### config.mk
export PLATFORM = sky130hd
export DESIGN_NAME = bayer_black_level_correct_top
export DESIGN_NICKNAME = d
export VERILOG_FILES = /design/src/rtl/bblc_pkg.sv /design/src/rtl/bblc_pos.sv /design/src/rtl/bblc_correct.sv /design/src/rtl/bayer_black_level_correct_top.sv
export SDC_FILE = /design/constraint.sdc
export NUM_CORES = 1
export LEC_CHECK = 0
export CAP_MARGIN = 0
export CORE_UTILIZATION = 30
export CTS_CLUSTER_SIZE = 10
export DETAILED_ROUTE_END_ITERATION = 8
export DONT_BUFFER_PORTS = 1
export GPL_TIMING_DRIVEN = 0
export SLEW_MARGIN = 20
export SYNTH_ARGS = -nofsm -noshare
export SYNTH_HDL_FRONTEND = slang
export SYNTH_SLANG_ARGS = --single-unit
### constraint.sdc
create_clock -name clk -period 10.5 [get_ports clk]
set_input_delay 0.525 -clock clk [delete_from_list [all_inputs] [get_ports clk]]
set_output_delay 0.525 -clock clk [all_outputs]
set_load 0.02 [all_outputs]
### src/rtl/bblc_pkg.sv
package bblc_pkg;

    // Width of one packed black level or white limit.
    localparam int LANE_W = 16;

    // Width of the configuration register index and data.
    localparam int CFG_INDEX_W = 3;
    localparam int CFG_DATA_W  = 64;

    // Register indexes on the configuration port.
    typedef enum logic [CFG_INDEX_W-1:0] {
        CFG_BLACK_LEVELS   = 3'd0,
        CFG_WHITE_LIMITS   = 3'd1,
        CFG_COLOR_ORDER    = 3'd2,
        CFG_CORRECT_ENABLE = 3'd3,
        CFG_LINE_WIDTH     = 3'd4
    } cfg_index_t;

    // Bayer layouts, named by the two pixels of the first even row.
    typedef enum logic [1:0] {
        ORDER_RGGB = 2'd0,
        ORDER_GRBG = 2'd1,
        ORDER_GBRG = 2'd2,
        ORDER_BGGR = 2'd3
    } color_order_t;

    // Channel lanes inside the packed level registers.
    typedef enum logic [1:0] {
        CH_R  = 2'd0,
        CH_GR = 2'd1,
        CH_GB = 2'd2,
        CH_B  = 2'd3
    } chan_t;

    // Parity of a pixel's place in the color filter array.
    typedef struct packed {
        logic row_odd;
        logic col_odd;
    } pos_t;

    localparam logic [CFG_DATA_W-1:0] BLACK_LEVELS_RESET = '0;
    localparam logic [CFG_DATA_W-1:0] WHITE_LIMITS_RESET = '1;
    localparam logic [13:0]           LINE_WIDTH_RESET   = 14'd1920;

    // In RGGB the channel code is simply {row parity, column parity}. The
    // other three layouts are that pattern shifted by one row and/or one
    // column, which flips the matching bit of the code, so the order code
    // works as an XOR mask.
    function automatic chan_t chan_select(input color_order_t order, input pos_t pos);
        logic [1:0] code;
        code = {pos.row_odd, pos.col_odd} ^ order;
        return chan_t'(code);
    endfunction

endpackage

### src/rtl/bblc_pos.sv
module bblc_pos #(
    parameter int MAX_LINE_WIDTH = 8192
) (
    input  logic              clk,
    input  logic              rst_n,
    input  logic              advance,
    input  logic [13:0]       line_width,
    output bblc_pkg::pos_t    pos
);

    localparam int CNT_W = (MAX_LINE_WIDTH > 2) ? $clog2(MAX_LINE_WIDTH) : 1;
    localparam int CMP_W = (CNT_W + 1 > 15) ? CNT_W + 1 : 15;
    localparam logic [CMP_W-1:0] MAX_W = CMP_W'(MAX_LINE_WIDTH);

    logic [CNT_W-1:0] col_reg;
    logic [CNT_W-1:0] col_next;
    logic             row_odd_reg;
    logic             row_odd_next;
    logic [CMP_W-1:0] width_ext;
    logic [CMP_W-1:0] width_eff;
    logic [CMP_W-1:0] col_plus;
    logic             wrap;

    // A width of zero behaves like one, since the compare always wraps.
    always_comb
    begin
        width_ext    = CMP_W'(line_width);
        width_eff    = (width_ext > MAX_W) ? MAX_W : width_ext;
        col_plus     = CMP_W'(col_reg) + CMP_W'(1);
        wrap         = (col_plus >= width_eff);
        col_next     = col_reg;
        row_odd_next = row_odd_reg;
        if (advance)
        begin
            if (wrap)
            begin
                col_next     = '0;
                row_odd_next = ~row_odd_reg;
            end
            else
            begin
                col_next = col_plus[CNT_W-1:0];
            end
        end
    end

    always_ff @(posedge clk or negedge rst_n)
    begin
        if (!rst_n)
        begin
            col_reg     <= '0;
            row_odd_reg <= 1'b0;
        end
        else
        begin
            col_reg     <= col_next;
            row_odd_reg <= row_odd_next;
        end
    end

    assign pos.row_odd = row_odd_reg;
    assign pos.col_odd = col_reg[0];

endmodule

### src/rtl/bblc_correct.sv
module bblc_correct #(
    parameter int PIXEL_BITS = 16
) (
    input  logic [PIXEL_BITS-1:0]          pixel,
    input  logic                           enable,
    input  logic [bblc_pkg::LANE_W-1:0]    black_level,
    input  logic [bblc_pkg::LANE_W-1:0]    white_limit,
    output logic [PIXEL_BITS-1:0]          result
);

    logic [bblc_pkg::LANE_W-1:0] pix_ext;
    logic [bblc_pkg::LANE_W-1:0] diff;
    logic [bblc_pkg::LANE_W-1:0] clipped;

    // The difference never exceeds the pixel, and the clip only lowers it,
    // so the result always fits back into PIXEL_BITS.
    always_comb
    begin
        pix_ext = bblc_pkg::LANE_W'(pixel);
        diff    = (pix_ext > black_level) ? (pix_ext - black_level) : '0;
        clipped = (diff > white_limit) ? white_limit : diff;
        result  = enable ? clipped[PIXEL_BITS-1:0] : pixel;
    end

endmodule

### src/rtl/bayer_black_level_correct_top.sv
// Black level correction for a raw Bayer pixel stream.
//
// Pixels arrive in raster order on the s_axis channel, one per item, and the
// corrected pixels leave on the m_axis channel in the same order, one result
// for every input item. The block counts columns against line_width and flips
// the row parity at each line end; with color_order this selects the R, Gr,
// Gb or B lane of black_levels and white_limits for each pixel. When
// correct_enable is set the black level is subtracted and the result clamped
// between zero and the lane's white limit; otherwise the pixel passes through.
//
// An accepted pixel passes an input register, which holds the pixel and its
// channel, and a result register, which holds the corrected value. One item
// is accepted every clock unless the receiver stalls; then both stages hold
// and s_axis_tready drops in the same cycle, so nothing is lost. Reset empties
// both stages, puts the next pixel at row 0, column 0, and returns the
// configuration registers to their defaults. Configuration, written through
// cfg_wr_en/cfg_index/cfg_data, takes effect on the next pixel; the user must
// write it only while the stream is idle, as the block does not enforce this.
module bayer_black_level_correct_top #(
    parameter int MAX_LINE_WIDTH = 8192,
    parameter int PIXEL_BITS     = 16
) (
    input  logic                                 clk,
    input  logic                                 rst_n,

    input  logic                                 s_axis_tvalid,
    output logic                                 s_axis_tready,
    input  logic [15:0]                          s_axis_tdata,   // [15:0] raw_pixel

    output logic                                 m_axis_tvalid,
    input  logic                                 m_axis_tready,
    output logic [15:0]                          m_axis_tdata,   // [15:0] corrected_pixel

    input  logic                                 cfg_wr_en,
    input  logic [bblc_pkg::CFG_INDEX_W-1:0]     cfg_index,
    input  logic [bblc_pkg::CFG_DATA_W-1:0]      cfg_data
);

    // Configuration registers.
    logic [63:0]                  black_levels_reg;
    logic [63:0]                  white_limits_reg;
    bblc_pkg::color_order_t       color_order_reg;
    logic                         correct_enable_reg;
    logic [13:0]                  line_width_reg;

    // Pipeline registers.
    logic                         in_valid_reg;
    logic [PIXEL_BITS-1:0]        in_pixel_reg;
    bblc_pkg::chan_t              in_chan_reg;
    logic                         out_valid_reg;
    logic [PIXEL_BITS-1:0]        out_pixel_reg;
    logic [PIXEL_BITS-1:0]        out_pixel_next;

    logic                         advance;
    logic                         accept;
    bblc_pkg::pos_t               pos;
    logic [bblc_pkg::LANE_W-1:0]  black_level;
    logic [bblc_pkg::LANE_W-1:0]  white_limit;

    // The whole pipeline moves whenever the output register is free or is
    // being emptied this cycle.
    assign advance       = !out_valid_reg || m_axis_tready;
    assign s_axis_tready = advance;
    assign accept        = s_axis_tvalid && advance;

    always_ff @(posedge clk or negedge rst_n)
    begin
        if (!rst_n)
        begin
            black_levels_reg   <= bblc_pkg::BLACK_LEVELS_RESET;
            white_limits_reg   <= bblc_pkg::WHITE_LIMITS_RESET;
            color_order_reg    <= bblc_pkg::ORDER_RGGB;
            correct_enable_reg <= 1'b0;
            line_width_reg     <= bblc_pkg::LINE_WIDTH_RESET;
        end
        else if (cfg_wr_en)
        begin
            case (cfg_index)
                bblc_pkg::CFG_BLACK_LEVELS:   black_levels_reg   <= cfg_data;
                bblc_pkg::CFG_WHITE_LIMITS:   white_limits_reg   <= cfg_data;
                bblc_pkg::CFG_COLOR_ORDER:
                    color_order_reg <= bblc_pkg::color_order_t'(cfg_data[1:0]);
                bblc_pkg::CFG_CORRECT_ENABLE: correct_enable_reg <= cfg_data[0];
                bblc_pkg::CFG_LINE_WIDTH:     line_width_reg     <= cfg_data[13:0];
                default:                      ;
            endcase
        end
    end

    // Position of the next pixel; it steps once per accepted item.
    bblc_pos #(
        .MAX_LINE_WIDTH (MAX_LINE_WIDTH)
    ) u_pos (
        .clk        (clk),
        .rst_n      (rst_n),
        .advance    (accept),
        .line_width (line_width_reg),
        .pos        (pos)
    );

    // Input stage: pixel plus the channel it belongs to.
    always_ff @(posedge clk or negedge rst_n)
    begin
        if (!rst_n)
        begin
            in_valid_reg <= 1'b0;
        end
        else if (advance)
        begin
            in_valid_reg <= s_axis_tvalid;
        end
    end

    always_ff @(posedge clk)
    begin
        if (accept)
        begin
            in_pixel_reg <= s_axis_tdata[PIXEL_BITS-1:0];
            in_chan_reg  <= bblc_pkg::chan_select(color_order_reg, pos);
        end
    end

    assign black_level = black_levels_reg[in_chan_reg * bblc_pkg::LANE_W +: bblc_pkg::LANE_W];
    assign white_limit = white_limits_reg[in_chan_reg * bblc_pkg::LANE_W +: bblc_pkg::LANE_W];

    bblc_correct #(
        .PIXEL_BITS (PIXEL_BITS)
    ) u_correct (
        .pixel       (in_pixel_reg),
        .enable      (correct_enable_reg),
        .black_level (black_level),
        .white_limit (white_limit),
        .result      (out_pixel_next)
    );

    // Result stage.
    always_ff @(posedge clk or negedge rst_n)
    begin
        if (!rst_n)
        begin
            out_valid_reg <= 1'b0;
        end
        else if (advance)
        begin
            out_valid_reg <= in_valid_reg;
        end
    end

    always_ff @(posedge clk)
    begin
        if (advance && in_valid_reg)
        begin
            out_pixel_reg <= out_pixel_next;
        end
    end

    assign m_axis_tvalid = out_valid_reg;
    assign m_axis_tdata  = 16'(out_pixel_reg);

endmodule

==> impl_metrics.toml, run 1 <==
[outcome]
status = "complete, no violations"

[floorplan]
die-area_um2 = 35200
start_util = 0.306
coreArea_um2 = 33700
io_pins = 106
die_h_um = 188
rows = 67
die_x_um = 188

[layout]
drive_gt1_frac = 0.397
final_nets = 947
fill_cells = 3370
utilization = 0.342
synthToLayoutAreaGrowth_pct = 11.6

[critical_path]
slowest_delay_ns = 0.61
crit_type = "flop to flop"
startpoint_type = "flop"
cp_max_fo = 10
cp_cell_sequence = "buf_4 -> buf_2 -> buf_1 -> mux4_2 -> ha_1 -> inv_1 -> fa_1 -> nand3_1 -> a21o_1 -> a211oi_2 -> o21ai_1 -> a21o_1 -> a21oi_2 -> ha_1 -> a21oi_1 -> nand2_1 -> a211oi_1 -> a21oi_1 -> buf_2 -> and3_1 -> a221o_1"
slowest_stage = "buf_1"
path_buf_inv = 5
crit_required_ns = 10.69
crit_path_end_kind = "flop"
cp_top_family = "compound AO/OA/AOI/OAI gates"
arrival_ns = 6.05

[power_and_ir_drop]
combPwrFrac = 0.397
p_sw_frac = 0.368
total_power_w = 0.00291
vdd_drop_max_mv = 0.119
clkPwrFrac = 0.224
power_density_nw_per_um2 = 253
p_int_w = 0.00184
seqPwrFrac = 0.379
leakagePower_nw = 4.78
p_sw_w = 0.00107

[timing]
tightest_slew_ns = 0.866
finalSetupViolCount = 0
hold_viol = 0
worst_clock_skew_ns = 0.0166
rsz0062_at_grt = "no"
max_freq_ghz = 0.171
relSlewSlack = 0.418
period_share = 0.558
slew_viol_final = 0
period_minus_slack_ns = 5.86
tns_ns = 0

[synthesis]
synthArstFlopShare = 0.826
synthesis.area_um2 = 10300
synth_flop_cell = "dfrtp_1"
ys_ff_latch = 195
syn_area_per_cell_um2 = 13.1
synth_edf_count = 34
synth_cell_types = 60
synth-seq-area-share = 0.497
synth.area.top_cells = "dfrtp_1, dfstp_2, mux2_2"
syn-num-nets = 926
synth.top_cell.area_share = 0.225
yosysMostFrequentCell = "mux2_2"
syn_inst = 789
synth_common_cells = "mux2_2, dfrtp_1, dfstp_2"
ys_warn_count = 0
yosysTopAreaCell = "dfrtp_1"

[cts]
postCtsSetupBuffers = 0
clkSlewWorstSetupHoldPaths_ns = 0.08
insertion_delay_ns = 0.45
tritoncts = "built"
cts_buffer_depth = 2
cts_made_buffers = 17
cts-root-buf = "clkbuf_16"
cts_sinks = 195
post_cts_resize_count = 0
cts_max_level = 4

[placement]
dp_hpwl_um = 20400
place.gp.congestion = 0.821
port_buffers = 0

[global_route]
grt_pass1_vias = 6794
grtUsageTotal = 0.161
grt_overflow = 0
grt_max_degree = 162
grt_pass1_wl_um = 42100
antenna_found_initial = 2

[routing]
via_per_inst = 5.00
ant_nets = 0
drc = 0
drt-pass1-iter-count = 5
wire_per_inst_um = 21.4
routed_wl_um = 27200
vias = 6359
drt_iter0_markers = 355

[worst_hold_path]
holdCritPathClass = "input port to async pin"

[flow_run]
maxCapViolCount = 0
## placed cells by master (no fill, tap or decap), types with 7 or more instances in the layout
cell | synthesis | final
mux2_2 | 145 | 145
dfrtp_1 | 93 | 93
dfstp_2 | 68 | 68
ha_1 | 48 | 48
a21oi_1 | 40 | 40
inv_1 | 40 | 40
nand2_1 | 36 | 36
edfxtp_1 | 34 | 34
mux4_2 | 32 | 32
nor2_1 | 21 | 21
o21ai_0 | 19 | 19
buf_2 | 18 | 18
clkbuf_16 | 0 | 18
and3_1 | 17 | 17
xor2_1 | 16 | 16
a21o_1 | 15 | 15
nor2b_1 | 12 | 12
nand4_1 | 11 | 11
nand3_1 | 11 | 11
a22o_1 | 9 | 9
xnor2_1 | 8 | 8
mux2i_1 | 8 | 8
clkbuf_1 | 8 | 7
## logic make-up (layout without fill, tap and decap cells)
logic type                 Yosys count  count (layout)  share of synthesized area
DFF                                195             195                      0.497
muxes                              185             185                      0.236
and+or+nand+nor                    146             146                     0.0787
AOI/OAI and AO/OA                  116             116                     0.0754
buffers and inverters               74             107                     0.0324
adders and majority gates           49              49                     0.0601
xor gates and xnor gates            24              24                     0.0204
other                                0               2                          0
## stage by stage
step	setup slack [ns]	cell area [um2]	hold slack, ns	instances
floorplan	5.82	10300	0.229	789
global placement	4.69	10900	0.240	1237
detailed placement	4.65	10900	0.239	1238
CTS	4.63	11500	0.128	1270
global route	4.28	11500	0.100	1272
finish	4.64	11500	0.0276	1272
## worst paths after layout
kind	to	slack, ns	from	depth (start not counted)
worst min register to register	m_axis_tvalid$_DFFE_PN0N_	0.46	in_valid_reg$_DFFE_PN0N_	2
max in group asynchronous	black_levels_reg[43]$_DFFE_PN0P_	9.76	rst_n	1
worst max register to register	m_axis_tdata[10]$_DFFE_PP_	4.64	in_chan_reg[1]$_DFFE_PP_	21
min in group clk	in_pixel_reg[14]$_DFFE_PP_	0.16	s_axis_tdata[14]	0
worst min-delay path	u_pos.col_reg[0]$_DFFE_PN0P_	0.03	rst_n	1
worst max-delay path	m_axis_tdata[10]$_DFFE_PP_	4.64	in_chan_reg[1]$_DFFE_PP_	21
## power by group through the flow
stage	Clock, W	Sequential (W)	Combinational [W]
detailed placement	0	0.00112	0.00113
global placement	0	0.00111	0.00111
CTS	0.000666	0.00111	0.00116
finish	0.000651	0.00110	0.00116
global route	0.000697	0.00113	0.00128
floorplan	0	0.00108	0.000878
## layout make-up
cell class / count / area (um2) / area share
diodes: 2 / 5.00 / 0.000434
plain buffers: 34 / 185 / 0.0161
clock buffers: 19 / 464 / 0.0403
clock inverters: 12 / 115 / 0.00999
inverters: 40 / 150 / 0.0130
multi-input cells: 520 / 4850 / 0.421
flip-flops and latches: 195 / 5130 / 0.446
well taps: 448 / 561 / 0.0486
repair buffers: 2 / 55.1 / 0.00478
## layer usage
metal	GRT usage	routed length [um]	vias up	share of wire
li1	-	-	2950	-
met1	0.208	11800	3245	0.43
met2	0.249	12500	133	0.46
met3	0.0548	2190	31	0.081
met4	0.0625	698	0	0.026
met5	0	0	-	0
## timing repair
item	CTS	global route
hold buffers	1	0
endpoints found under the setup margin	0	0
hold endpoints to repair	161	0
(Power assumes the default switching activity.)
==> run 2, diff against run 1 <==
- clock period: 10.5 -> 5.91 ns (I/O delays scaled with it)
==> run 2 against run 1 <==
  * Hold slack better by 0.0013 ns
  * Clock power increased by 77%
  * First-iteration DRC count rose by 9.6%
  * Global-route usage increased by 0.19 points
  * Sequential power increased by 78%
  * Sequential cell count is the same
  * Via count increased by 5.3%
  * Clock skew is 0.0024 ns lower
  * Maximum frequency rose by 5.3%
  * Die area unchanged
  * Non-clock buffer count rose by 82
  * Critical path type unchanged
  * Largest cell class unchanged
==> impl_metrics.toml, run 2 (synthesis results as in run 1) <==
[outcome]
status = "complete, no violations"

[cts]
tritoncts = "built"
cts_made_buffers = 17
cts-root-buf = "clkbuf_16"
cts_max_level = 4
clkSlewWorstSetupHoldPaths_ns = 0.07
postCtsSetupBuffers = 0
insertion_delay_ns = 0.45
cts_sinks = 195
cts_buffer_depth = 2

[layout]
fin_cells = 1354
final_common_cell = "mux2_2"
multi_input_area_um2 = 4860
final-seq-area_um2 = 5130
final_nets = 1029
fin_area_um2 = 12400
drive_gt1_frac = 0.362
final_cell_mix = "mux2_2, dfrtp_1, dlygate4sd3_1"
fill_cells = 3334
synthToLayoutAreaGrowth_pct = 19.7

[timing]
worst_clock_skew_ns = 0.0142
period_minus_slack_ns = 5.57
finalSetupViolCount = 0
relSlewSlack = 0.413
period_share = 0.942
tightest_slew_ns = 0.873
max_freq_ghz = 0.180
rsz0062_at_grt = "no"
tns_ns = 0
hold_viol = 0
slew_viol_final = 0

[routing]
vias = 6696
wire_per_inst_um = 20.3
drc = 0
drt_iter0_markers = 389
routed_wl_um = 27500
drt-pass1-iter-count = 5
ant_nets = 0
via_per_inst = 4.95

[floorplan]
io_pins = 106
rows = 67
die_x_um = 188
die_h_um = 188
start_util = 0.306
coreArea_um2 = 33700
die-area_um2 = 35200

[placement]
dp_hpwl_um = 20400
placed_area_um2 = 10900
port_buffers = 0
dp.cells = 1238
place.gp.congestion = 0.821

[worst_hold_path]
hold_depth = 1
holdCritPathClass = "input port to flop"
worst_hold_startpoint = "cfg_data[0]"

[critical_path]
cp_cell_sequence = "buf_4 -> buf_2 -> buf_2 -> mux4_2 -> ha_1 -> inv_1 -> fa_1 -> nand3_1 -> a21oi_2 -> o21bai_4 -> a21oi_2 -> nand2_1 -> nor3_2 -> ha_1 -> a21oi_1 -> a21oi_1 -> a211oi_1 -> a21oi_1 -> buf_2 -> and3_1 -> a221o_1"
startpoint_type = "flop"
crit_type = "flop to flop"
worstReg2RegStart = "in_chan_reg[1]$_DFFE_PP_"
slowest_delay_ns = 0.53
r2r_cells = 21
crit_required_ns = 6.09
arrival_ns = 5.75
cp_top_family = "compound AO/OA/AOI/OAI gates"
cp_max_fo = 10
crit_path_start = "in_chan_reg[1]$_DFFE_PP_"
crit_cells = 21
path_buf_inv = 5
crit_path_end_kind = "flop"
slowest_stage = "edfxtp_1"

[power_and_ir_drop]
total_power_w = 0.00523
power_density_nw_per_um2 = 423
leakagePower_nw = 5.13
vdd_drop_max_mv = 0.221

[global_route]
grt_overflow = 0
grt_pass1_wl_um = 43200
grt_max_degree = 162
antenna_found_initial = 4
grtUsageTotal = 0.163
grt_pass1_vias = 7199

[flow_run]
maxCapViolCount = 0
## run 2: path summary, 6_finish.rpt
kind	slack [ns]	endpoint
min in group asynchronous	0.48	u_pos.col_reg[4]$_DFFE_PN0P_
max in group asynchronous	4.75	black_levels_reg[29]$_DFFE_PN0P_
max reg2reg	0.34	m_axis_tdata[10]$_DFFE_PP_
min	0.03	correct_enable_reg$_DFFE_PN0P_
min reg2reg	0.46	m_axis_tvalid$_DFFE_PN0N_
max	0.34	m_axis_tdata[10]$_DFFE_PP_
## run 2: metal layers
metal,up-vias,wire length [um],share of wire,track usage
met2,136,13100,0.48,0.259
met4,0,368,0.013,0.0516
met5,-,0,0,0
met3,26,1290,0.047,0.0391
met1,3421,12700,0.46,0.219
li1,3113,-,-,-
## run 2: per-stage QoR
stage / utilization / setup WS [ns] / hold WS [ns]
after global placement: 0.323 / 0.105 / 0.0105
final: 0.367 / 0.344 / 0.0289
after CTS: 0.366 / 0.0410 / 0.000389
after detailed placement: 0.324 / 0.0615 / 0.00926
after floorplan: - / 1.23 / -0.0000911
after global routing: 0.367 / 0.00725 / 0.00851
## run 2: where the power goes
group | total, W | internal [W] | leakage, nW | switching [W]
logic | 0.00212 | 0.000961 | 2.67 | 0.00116
clock network | 0.00115 | 0.000590 | 0.285 | 0.000561
registers | 0.00196 | 0.00175 | 2.17 | 0.000208
## run 2: what timing repair did
action	4_1_cts	5_1_grt
setup endpoints to repair	0	16
hold endpoints to repair	319	2
hold buffers	82	2
resized for setup	0	5
## run 2: final cells by class
cell class / count / area share
Clock buffer: 19 / 0.0376
Multi-Input combinational cell: 520 / 0.393
Buffer: 33 / 0.0151
Clock inverter: 12 / 0.00931
Tap cell: 448 / 0.0454
Sequential cell: 195 / 0.415
Inverter: 40 / 0.0121
Timing Repair Buffer: 85 / 0.0717
Antenna cell: 2 / 0.000405
